`config.mk`:
```
export PLATFORM = sky130hd
export DESIGN_NAME = ptc_temp
export DESIGN_NICKNAME = d
export VERILOG_FILES = /design/src/design/ptc_pkg.sv /design/src/design/ptc_temp.sv
export SDC_FILE = /design/constraint.sdc
export NUM_CORES = 2
export LEC_CHECK = 0
export BUFFER_PORTS_ARGS = -buffer_cell sky130_fd_sc_hd__buf_2
export CAP_MARGIN = 10
export CORE_MARGIN = 1.5
export CORE_UTILIZATION = 53
export CTS_CLUSTER_DIAMETER = 60
export CTS_CLUSTER_SIZE = 24
export DETAILED_ROUTE_END_ITERATION = 16
export HOLD_SLACK_MARGIN = 0.05
export PLACE_DENSITY_LB_ADDON = 0.12
export SLEW_MARGIN = 20
export SYNTH_ARGS = -nofsm -noshare
export SYNTH_HDL_FRONTEND = slang
export SYNTH_SLANG_ARGS = --single-unit
```
`constraint.sdc`:
```
create_clock -name clk -period 7.2 [get_ports clk]
set_input_delay 0.72 -clock clk [delete_from_list [all_inputs] [get_ports clk]]
set_output_delay 0.72 -clock clk [all_outputs]
set_load 0.03 [all_outputs]
```
`src/design/ptc_pkg.sv`:
```
// shared types, constants and helpers for the pressure and temperature compensator
package ptc_pkg;

    localparam int unsigned CFG_IDX_W = 3;

    localparam logic [CFG_IDX_W-1:0] REG_TEMP_TRIM_1    = 3'd0;
    localparam logic [CFG_IDX_W-1:0] REG_TEMP_TRIM_2    = 3'd1;
    localparam logic [CFG_IDX_W-1:0] REG_TEMP_TRIM_3    = 3'd2;
    localparam logic [CFG_IDX_W-1:0] REG_PRESS_TRIM_1   = 3'd3;
    localparam logic [CFG_IDX_W-1:0] REG_PRESS_TRIM_2_3 = 3'd4;
    localparam logic [CFG_IDX_W-1:0] REG_PRESS_TRIM_4_5 = 3'd5;
    localparam logic [CFG_IDX_W-1:0] REG_PRESS_TRIM_6_7 = 3'd6;
    localparam logic [CFG_IDX_W-1:0] REG_PRESS_TRIM_8_9 = 3'd7;

    localparam logic [15:0] RST_TEMP_TRIM_1    = 16'd27504;
    localparam logic [15:0] RST_TEMP_TRIM_2    = 16'd26435;
    localparam logic [15:0] RST_TEMP_TRIM_3    = 16'hFC18;
    localparam logic [15:0] RST_PRESS_TRIM_1   = 16'd36477;
    localparam logic [31:0] RST_PRESS_TRIM_2_3 = 32'd198235715;
    localparam logic [31:0] RST_PRESS_TRIM_4_5 = 32'd9177895;
    localparam logic [31:0] RST_PRESS_TRIM_6_7 = 32'd1015873529;
    localparam logic [31:0] RST_PRESS_TRIM_8_9 = 32'd393266936;

    localparam logic signed [32:0] FINE_OFFSET = 33'sd128000;
    localparam logic [20:0]        PRESS_FULL  = 21'd1048576;
    localparam logic [11:0]        NUM_SCALE   = 12'd3125;
    localparam logic [63:0]        V1_BIAS     = 64'h0000_8000_0000_0000;
    localparam int unsigned        DIV_STEPS   = 64;

    typedef struct packed {
        logic        [15:0] t1;
        logic signed [15:0] t2;
        logic signed [15:0] t3;
        logic        [15:0] p1;
        logic signed [15:0] p2;
        logic signed [15:0] p3;
        logic signed [15:0] p4;
        logic signed [15:0] p5;
        logic signed [15:0] p6;
        logic signed [15:0] p7;
        logic signed [15:0] p8;
        logic signed [15:0] p9;
    } trim_t;

    typedef struct packed {
        logic [31:0] centi;
        logic [31:0] fine;
        logic [19:0] adc_p;
    } temp_res_t;

    typedef struct packed {
        logic        [31:0] centi;
        logic        [31:0] fine;
        logic        [63:0] num;
        logic signed [30:0] den;
    } coef_res_t;

    typedef struct packed {
        logic [31:0] centi;
        logic [31:0] fine;
        logic        nz;
        logic [63:0] quo;
    } div_res_t;

    typedef struct packed {
        logic [31:0] centi;
        logic [31:0] fine;
        logic [31:0] press;
        logic        pvalid;
    } ptc_res_t;

    function automatic logic [31:0] sx16_32(input logic [15:0] v);
        return {{16{v[15]}}, v};
    endfunction

    function automatic logic [63:0] sx16_64(input logic [15:0] v);
        return {{48{v[15]}}, v};
    endfunction

    function automatic logic [63:0] sx49_64(input logic [48:0] v);
        return {{15{v[48]}}, v};
    endfunction

endpackage

```
`src/design/ptc_temp.sv`:
```
// temperature path: five stages from raw reading to fine temperature and centidegrees
module ptc_temp (
    input  logic                 clk,
    input  logic                 rst_n,
    input  logic                 en,
    input  logic                 in_valid,
    input  logic [19:0]          raw_temperature,
    input  logic [19:0]          raw_pressure,
    input  ptc_pkg::trim_t       trim,
    output logic                 out_valid,
    output ptc_pkg::temp_res_t   out_data
);

    logic [4:0]  v_reg;
    logic [19:0] adcp_reg [0:4];

    logic signed [17:0] adiff_reg, adiff_next;
    logic signed [16:0] d_reg, d_next;
    logic [31:0] prod_reg, prod_next;
    logic [31:0] dsq_reg, dsq_next;
    logic [31:0] tv1_reg, tv1_next;
    logic [31:0] m_reg, m_next;
    logic [31:0] fine4_reg, fine4_next;
    logic [31:0] fine5_reg;
    logic [31:0] centi_reg, centi_next;

    logic signed [33:0] prod_full;
    logic signed [33:0] dsq_full;
    logic signed [35:0] m_full;
    logic [31:0]        f5;

    always_comb
    begin
        adiff_next = $signed({1'b0, raw_temperature[19:3]}) - $signed({1'b0, trim.t1, 1'b0});
        d_next     = $signed({1'b0, raw_temperature[19:4]}) - $signed({1'b0, trim.t1});
        prod_full  = adiff_reg * $signed(trim.t2);
        dsq_full   = d_reg * d_reg;
        prod_next  = prod_full[31:0];
        dsq_next   = dsq_full[31:0];
        tv1_next   = $signed(prod_reg) >>> 11;
        m_full     = $signed(dsq_reg[31:12]) * $signed(trim.t3);
        m_next     = m_full[31:0];
        fine4_next = tv1_reg + 32'($signed(m_reg) >>> 14);
        f5         = fine4_reg + {fine4_reg[29:0], 2'b00} + 32'd128;
        centi_next = $signed(f5) >>> 8;
    end

    always_ff @(posedge clk or negedge rst_n)
    begin
        if (!rst_n)
        begin
            v_reg <= '0;
        end
        else if (en)
        begin
            v_reg <= {v_reg[3:0], in_valid};
        end
    end

    always_ff @(posedge clk)
    begin
        if (en)
        begin
            adcp_reg[0] <= raw_pressure;
            for (int k = 1; k < 5; k++)
            begin
                adcp_reg[k] <= adcp_reg[k-1];
            end
            adiff_reg <= adiff_next;
            d_reg     <= d_next;
            prod_reg  <= prod_next;
            dsq_reg   <= dsq_next;
            tv1_reg   <= tv1_next;
            m_reg     <= m_next;
            fine4_reg <= fine4_next;
            fine5_reg <= fine4_reg;
            centi_reg <= centi_next;
        end
    end

    assign out_valid      = v_reg[4];
    assign out_data.centi = centi_reg;
    assign out_data.fine  = fine5_reg;
    assign out_data.adc_p = adcp_reg[4];

endmodule

```
### After elaboration in Yosys (flattened, before gate mapping)

Memories as Yosys holds them, arrays and structs flattened.
Cells that the tools add are included.

| word-level totals | value |
|---|---|
| bits in registers | 245 |
| memory bits (writable) | 100 |
| input port bits | 236 |
| output and inout port bits | 85 |
| word-level logic and storage cells | 21 |
| memories | 1 |

Memories:

| memory | words | bits a word | read ports | clocked after Yosys merged registers in | write ports | line | source |
|---|---|---|---|---|---|---|---|
| adcp_reg | 5 | 20 | 5 | 0 | 5 | ptc_temp.sv:15 | `logic [19:0] adcp_reg [0:4];` |

| operators by class | value |
|---|---|
| $add $sub $neg | 5 |
| $mul | 3 |
| multiplexer cells | 2 |

Operators by type and width:

| kind | count |
|---|---|
| $add A32 B32 Y32 | 1 |
| $add A32 B8 Y32 const B | 1 |
| $mul A17 B17 Y32 | 1 |
| $mul A18 B16 Y32 | 1 |
| $mul A20 B16 Y32 | 1 |
| $add A21 B18 Y22 | 1 |
| $sub A17 B17 Y18 | 1 |
| $sub A16 B16 Y17 | 1 |
| $mux W1 | 2 |

### Depth between registers and ports, before layout

| depth | value |
|---|---|
| word-level depth | 2 |
| mapped depth | 25 |
| gate-level depth less buffers | 23 |

### Worst setup path after synthesis

Ideal clock, no wire load.

| timing | value |
|---|---|
| path kind | input port to flip-flop |
| from | in trim[167] (netlist name) |
| to | reg prod_reg[31], data pin |
| data arrival time | 6.391 ns |
| path slack | 0.535 ns |
| stages on the path | 22 |
| buffers on the path | 2 |
| path through | clkbuf_1 clkbuf_1 nand2_1 fa_1 inv_1 fa_1 fa_1 fa_1 fa_1 inv_1 fa_1 inv_1 ha_1 a21oi_1 o221ai_1 a32o_1 or3_1 o221ai_1 nand2_1 a221oi_2 o41ai_1 xor2_1 |

| on the way | value |
|---|---|
| cells in the longest elaborated chain, start to end | 1 |

RTL lines:

| item | line | source |
|---|---|---|
| start, declared | ptc_temp.sv:9 | `input ptc_pkg::trim_t trim,` |
| $mul A18 B16 Y32 | ptc_temp.sv:36 | `prod_full = adiff_reg * $signed(trim.t2);` |
| via prod_full[31] | ptc_temp.sv:27 | `logic signed [33:0] prod_full;` |
| end signal, assigned | ptc_temp.sv:71 | `prod_reg <= prod_next;` |
| end, declared | ptc_temp.sv:19 | `logic [31:0] prod_reg, prod_next;` |

The timed path passes the listed nets, and every way through them passes these cells.
A chain may end at the register's enable or synchronous reset.

==> reports/qor_table.md <==
| Group | Result | Reported |
| --- | --- | --- |
| yosys | Area share of the largest cell type after synthesis | 0.401 |
| grt | Total grt overflow | 0 |
| grt | Global-route wire length before repair | 142 mm |
| placement | Weighted congestion at the end of routability-driven global placement | 0.874 |
| timing | Pins over their slew limit | 0 |
| yosys | Post-synthesis async set-or-reset flop share | 0.0185 |
| yosys | Count of flip-flops with a built-in enable after synthesis | 266 |
| clock network | Maximum level of the CTS H-tree | 1 |
| yosys | Synth cell types | 75 |
| yosys | Warnings from Yosys | 0 |
| floorplan | Die Y-Extent | 280 microns |
| final layout | Max FFs per register | 100 |
| final layout | Antenna Diode Count | 0 |
| grt | Antenna violations before repair | 2 |
| run status | Outcome | completed |
| placement | Number of port buffers | 173 |
| detailed routing | Post-DR wirelength/cell | 16.6 microns |
| clock network | Number of gates resized after CTS | 0 |
| timing | Rel. slew slack | 0.340 |
| clock network | Clock sink count | 271 |
| timing | Actual transition at the worst max-transition pin | 0.990 ns |
| floorplan | Initial Util | 0.536 |
| yosys | Post-synthesis sequential area ratio | 0.199 |
| run | Max-capacitance violation count | 0 |
| critical path | Crit path launch type | register |
| timing | Fmax | 148 MHz |
| clock network | TritonCTS clock tree | done |
| floorplan | I/O Pins | 321 |
| yosys | Commonest cells post-synth | sky130_fd_sc_hd__inv_1, sky130_fd_sc_hd__fa_1, sky130_fd_sc_hd__nand2_1 |
| final layout | Number of nets in the finished design | 5408 |
| critical path | Max Fanout on Critical Path | 12 |
| timing | Number of hold-slack violations in the final timing report | 0 |
| floorplan | Overall die area | 0.0785 sq mm |
| clock network | Clk Tree Root Cell | sky130_fd_sc_hd__clkbuf_16 |
| yosys | Post-synth net total | 5294 |
| critical path | Type of the setup path with the least slack | reg2reg |
| detailed routing | WL final | 84.4 mm |
| grt | Global-route total usage across every layer | 0.228 |
| placement | Half-perimeter wire length after placement | 69.1 mm |
| timing | Sum of negative setup slack | 0 ns |
| detailed routing | Number of design-rule violations left by the first detailed-router iteration | 1174 |
| floorplan | Placement Rows | 101 |
| critical path | Kind of capture point of the worst setup path | register |
| detailed routing | Via count of the routed design | 25.3k |
| final layout | Area overhead of the layout relative to synthesis | 7.41% |
| critical path | Maximum single-stage delay on the critical path | 0.79 ns |
| yosys | Cell count after synthesis | 3919 |
| grt | Pin count of the biggest net entering global routing | 181 |
| floorplan | Core outline area | 0.0759 sq mm |
| critical path | Critical Path, Cell by Cell | buf_4, and2_1, inv_1, fa_1, fa_1, fa_1, inv_1, fa_1, fa_1, inv_1, fa_1, inv_1, ha_1, a211oi_1, nand3_1, a21o_1, a41o_1, a31oi_2, nand2b_1, a21oi_1, xnor2_1 |
| clock network | Maximum count of clock buffers along a single path | 3 |
| critical path | Endpoint required time on the critical path | 7.53 ns |
| hold path | Worst min-delay path category | in2reg |
| yosys | Most common cell in the synthesized netlist | sky130_fd_sc_hd__inv_1 |
| timing | Unrepaired setup endpoints after global routing | false |
| critical path | Cell mode on critical path | sky130_fd_sc_hd__fa_1 |
| yosys | Dominant synthesized flop cell | sky130_fd_sc_hd__edfxtp_1 |
| critical path | Worst reg2reg path depth | 21 |
| clock network | TritonCTS buffer count | 26 |
| grt | Via count of the first global-routing pass | 27.7k |
| detailed routing | Average vias per placed instance | 4.98 |
| hold path | Min-Delay Path Depth | 1 |
| timing | Crit share post-route | 0.940 |
| critical path | Data arrival time of the critical path | 7.10 ns |
| yosys | Average cell area after synthesis | 10.4 sq um |
| clock network | Clock transition at the register clock pins on the worst setup and hold paths after CTS | 0.09 ns |
| detailed routing | First drt pass iteration count | 5 |
| yosys | Post-synthesis instance area | 0.0407 sq mm |
| yosys | Top cell type by total area after synthesis | sky130_fd_sc_hd__fa_1 |
| clock network | Worst-skew pair later-pin latency | 0.58 ns |
| final layout | Fillers | 6674 |
| timing | Setup-violating endpoint count in the final report | 0 |
| floorplan | Die width | 280 microns |
| final layout | Total area of sequential cells | 0.00811 sq mm |
| detailed routing | Number of antenna-violating nets in the routed design | 0 |
| yosys | Total of flip-flops plus latches after synthesis | 271 |
| critical path | Critical-path top delay cell | sky130_fd_sc_hd__edfxtp_1 |
| detailed routing | Number of design rule violations left after detail routing | 0 |
| yosys | Cell types occupying the most area after synthesis | sky130_fd_sc_hd__fa_1, sky130_fd_sc_hd__edfxtp_1, sky130_fd_sc_hd__ha_1 |
| final layout | Multi-input gate area | 0.0280 sq mm |
| final layout | Layout cell share with drive strength beyond 1 | 0.0807 |
| timing | Final critical delay including setup and external delays | 6.77 ns |
| timing | Final worst clock skew | 0.0127 ns |
## metal layers
| layer | GRT usage | part of all wire |
|---|---|---|
| met3 | 0.0233 | 0.039 |
| met4 | 0.0457 | 0.020 |
| met2 | 0.395 | 0.49 |
| met5 | 0 | 0 |
| met1 | 0.315 | 0.45 |
## placed cells by master, fill, tap and decap left out, types with 40 or more instances in the layout
cell type | Yosys | final
sky130_fd_sc_hd__a21o_1 | 40 | 40
sky130_fd_sc_hd__a21oi_1 | 53 | 53
sky130_fd_sc_hd__and2_1 | 327 | 327
sky130_fd_sc_hd__buf_2 | 1 | 172
sky130_fd_sc_hd__buf_4 | 38 | 71
sky130_fd_sc_hd__edfxtp_1 | 266 | 266
sky130_fd_sc_hd__fa_1 | 815 | 815
sky130_fd_sc_hd__ha_1 | 324 | 324
sky130_fd_sc_hd__inv_1 | 1020 | 1020
sky130_fd_sc_hd__nand2_1 | 407 | 407
sky130_fd_sc_hd__nor2_1 | 86 | 86
sky130_fd_sc_hd__xnor2_1 | 117 | 117
## final timing paths
check,start,end,slack (ns)
max in group asynchronous,rst_n,v_reg[4]$_DFFE_PN0P_,6.59
min,raw_pressure[3],adcp_reg[0][3]$_DFFE_PP_,0.30
max reg2reg,adiff_reg[11]$_DFFE_PP_,dsq_reg[29]$_DFFE_PP_,0.43
min in group asynchronous,rst_n,v_reg[0]$_DFFE_PN0P_,0.48
min reg2reg,adcp_reg[0][54]$_DFFE_PP_,adcp_reg[0][74]$_DFFE_PP_,0.41
max,adiff_reg[11]$_DFFE_PP_,dsq_reg[29]$_DFFE_PP_,0.43
## layout make-up
type,instances,area share
Inverter,1020,0.0875
Tap cell,1030,0.0295
Clock inverter,21,0.00689
Timing Repair Buffer,251,0.0352
Sequential cell,271,0.185
Multi-Input combinational cell,2463,0.641
Clock buffer,26,0.0149
## worst max-delay path, delay by kind of cell (launching register included)
| kind | cells | cell delay, ns |
|---|---|---|
| AND/OR/NAND/NOR | 3 | 0.46 |
| buffers and inverters | 5 | 0.52 |
| flip-flops | 1 | 0.79 |
| XOR/XNOR | 1 | 0.09 |
| AO/OA/AOI/OAI | 5 | 1.37 |
| adder cells (fa/ha/maj) | 7 | 3.28 |
## repair_timing
item	4_1_cts	5_1_grt
endpoints found under the hold margin	5	0
endpoints found under the setup margin	0	2
setup buffers	0	7
hold buffers	1	0
## logic make-up after synthesis
kind of cell               share of synthesized area
and+or+nand+nor                                0.114
buffers and inverters                          0.113
muxes                                        0.00166
DFF                                            0.199
adders and majority gates                      0.500
AOI/OAI and AO/OA                             0.0399
xor gates and xnor gates                      0.0325
## stage by stage
stage / setup slack [ns] / util / instance area (sq um) / std cells / hold WS, ns
2_1_floorplan: 0.535 / - / 40700 / 3919 / 0.400
3_3_place_gp: 0.210 / 0.563 / 42700 / 5027 / 0.400
3_5_place_dp: 0.184 / 0.563 / 42700 / 5027 / 0.405
4_1_cts: 0.376 / 0.575 / 43700 / 5075 / 0.260
5_1_grt: 0.0245 / 0.576 / 43700 / 5082 / 0.262
6_report: 0.432 / 0.576 / 43700 / 5082 / 0.298
Power is left out: the tool's default activity adds up to more than one toggle a clock period on the data nets, which glitch-free logic cannot reach.
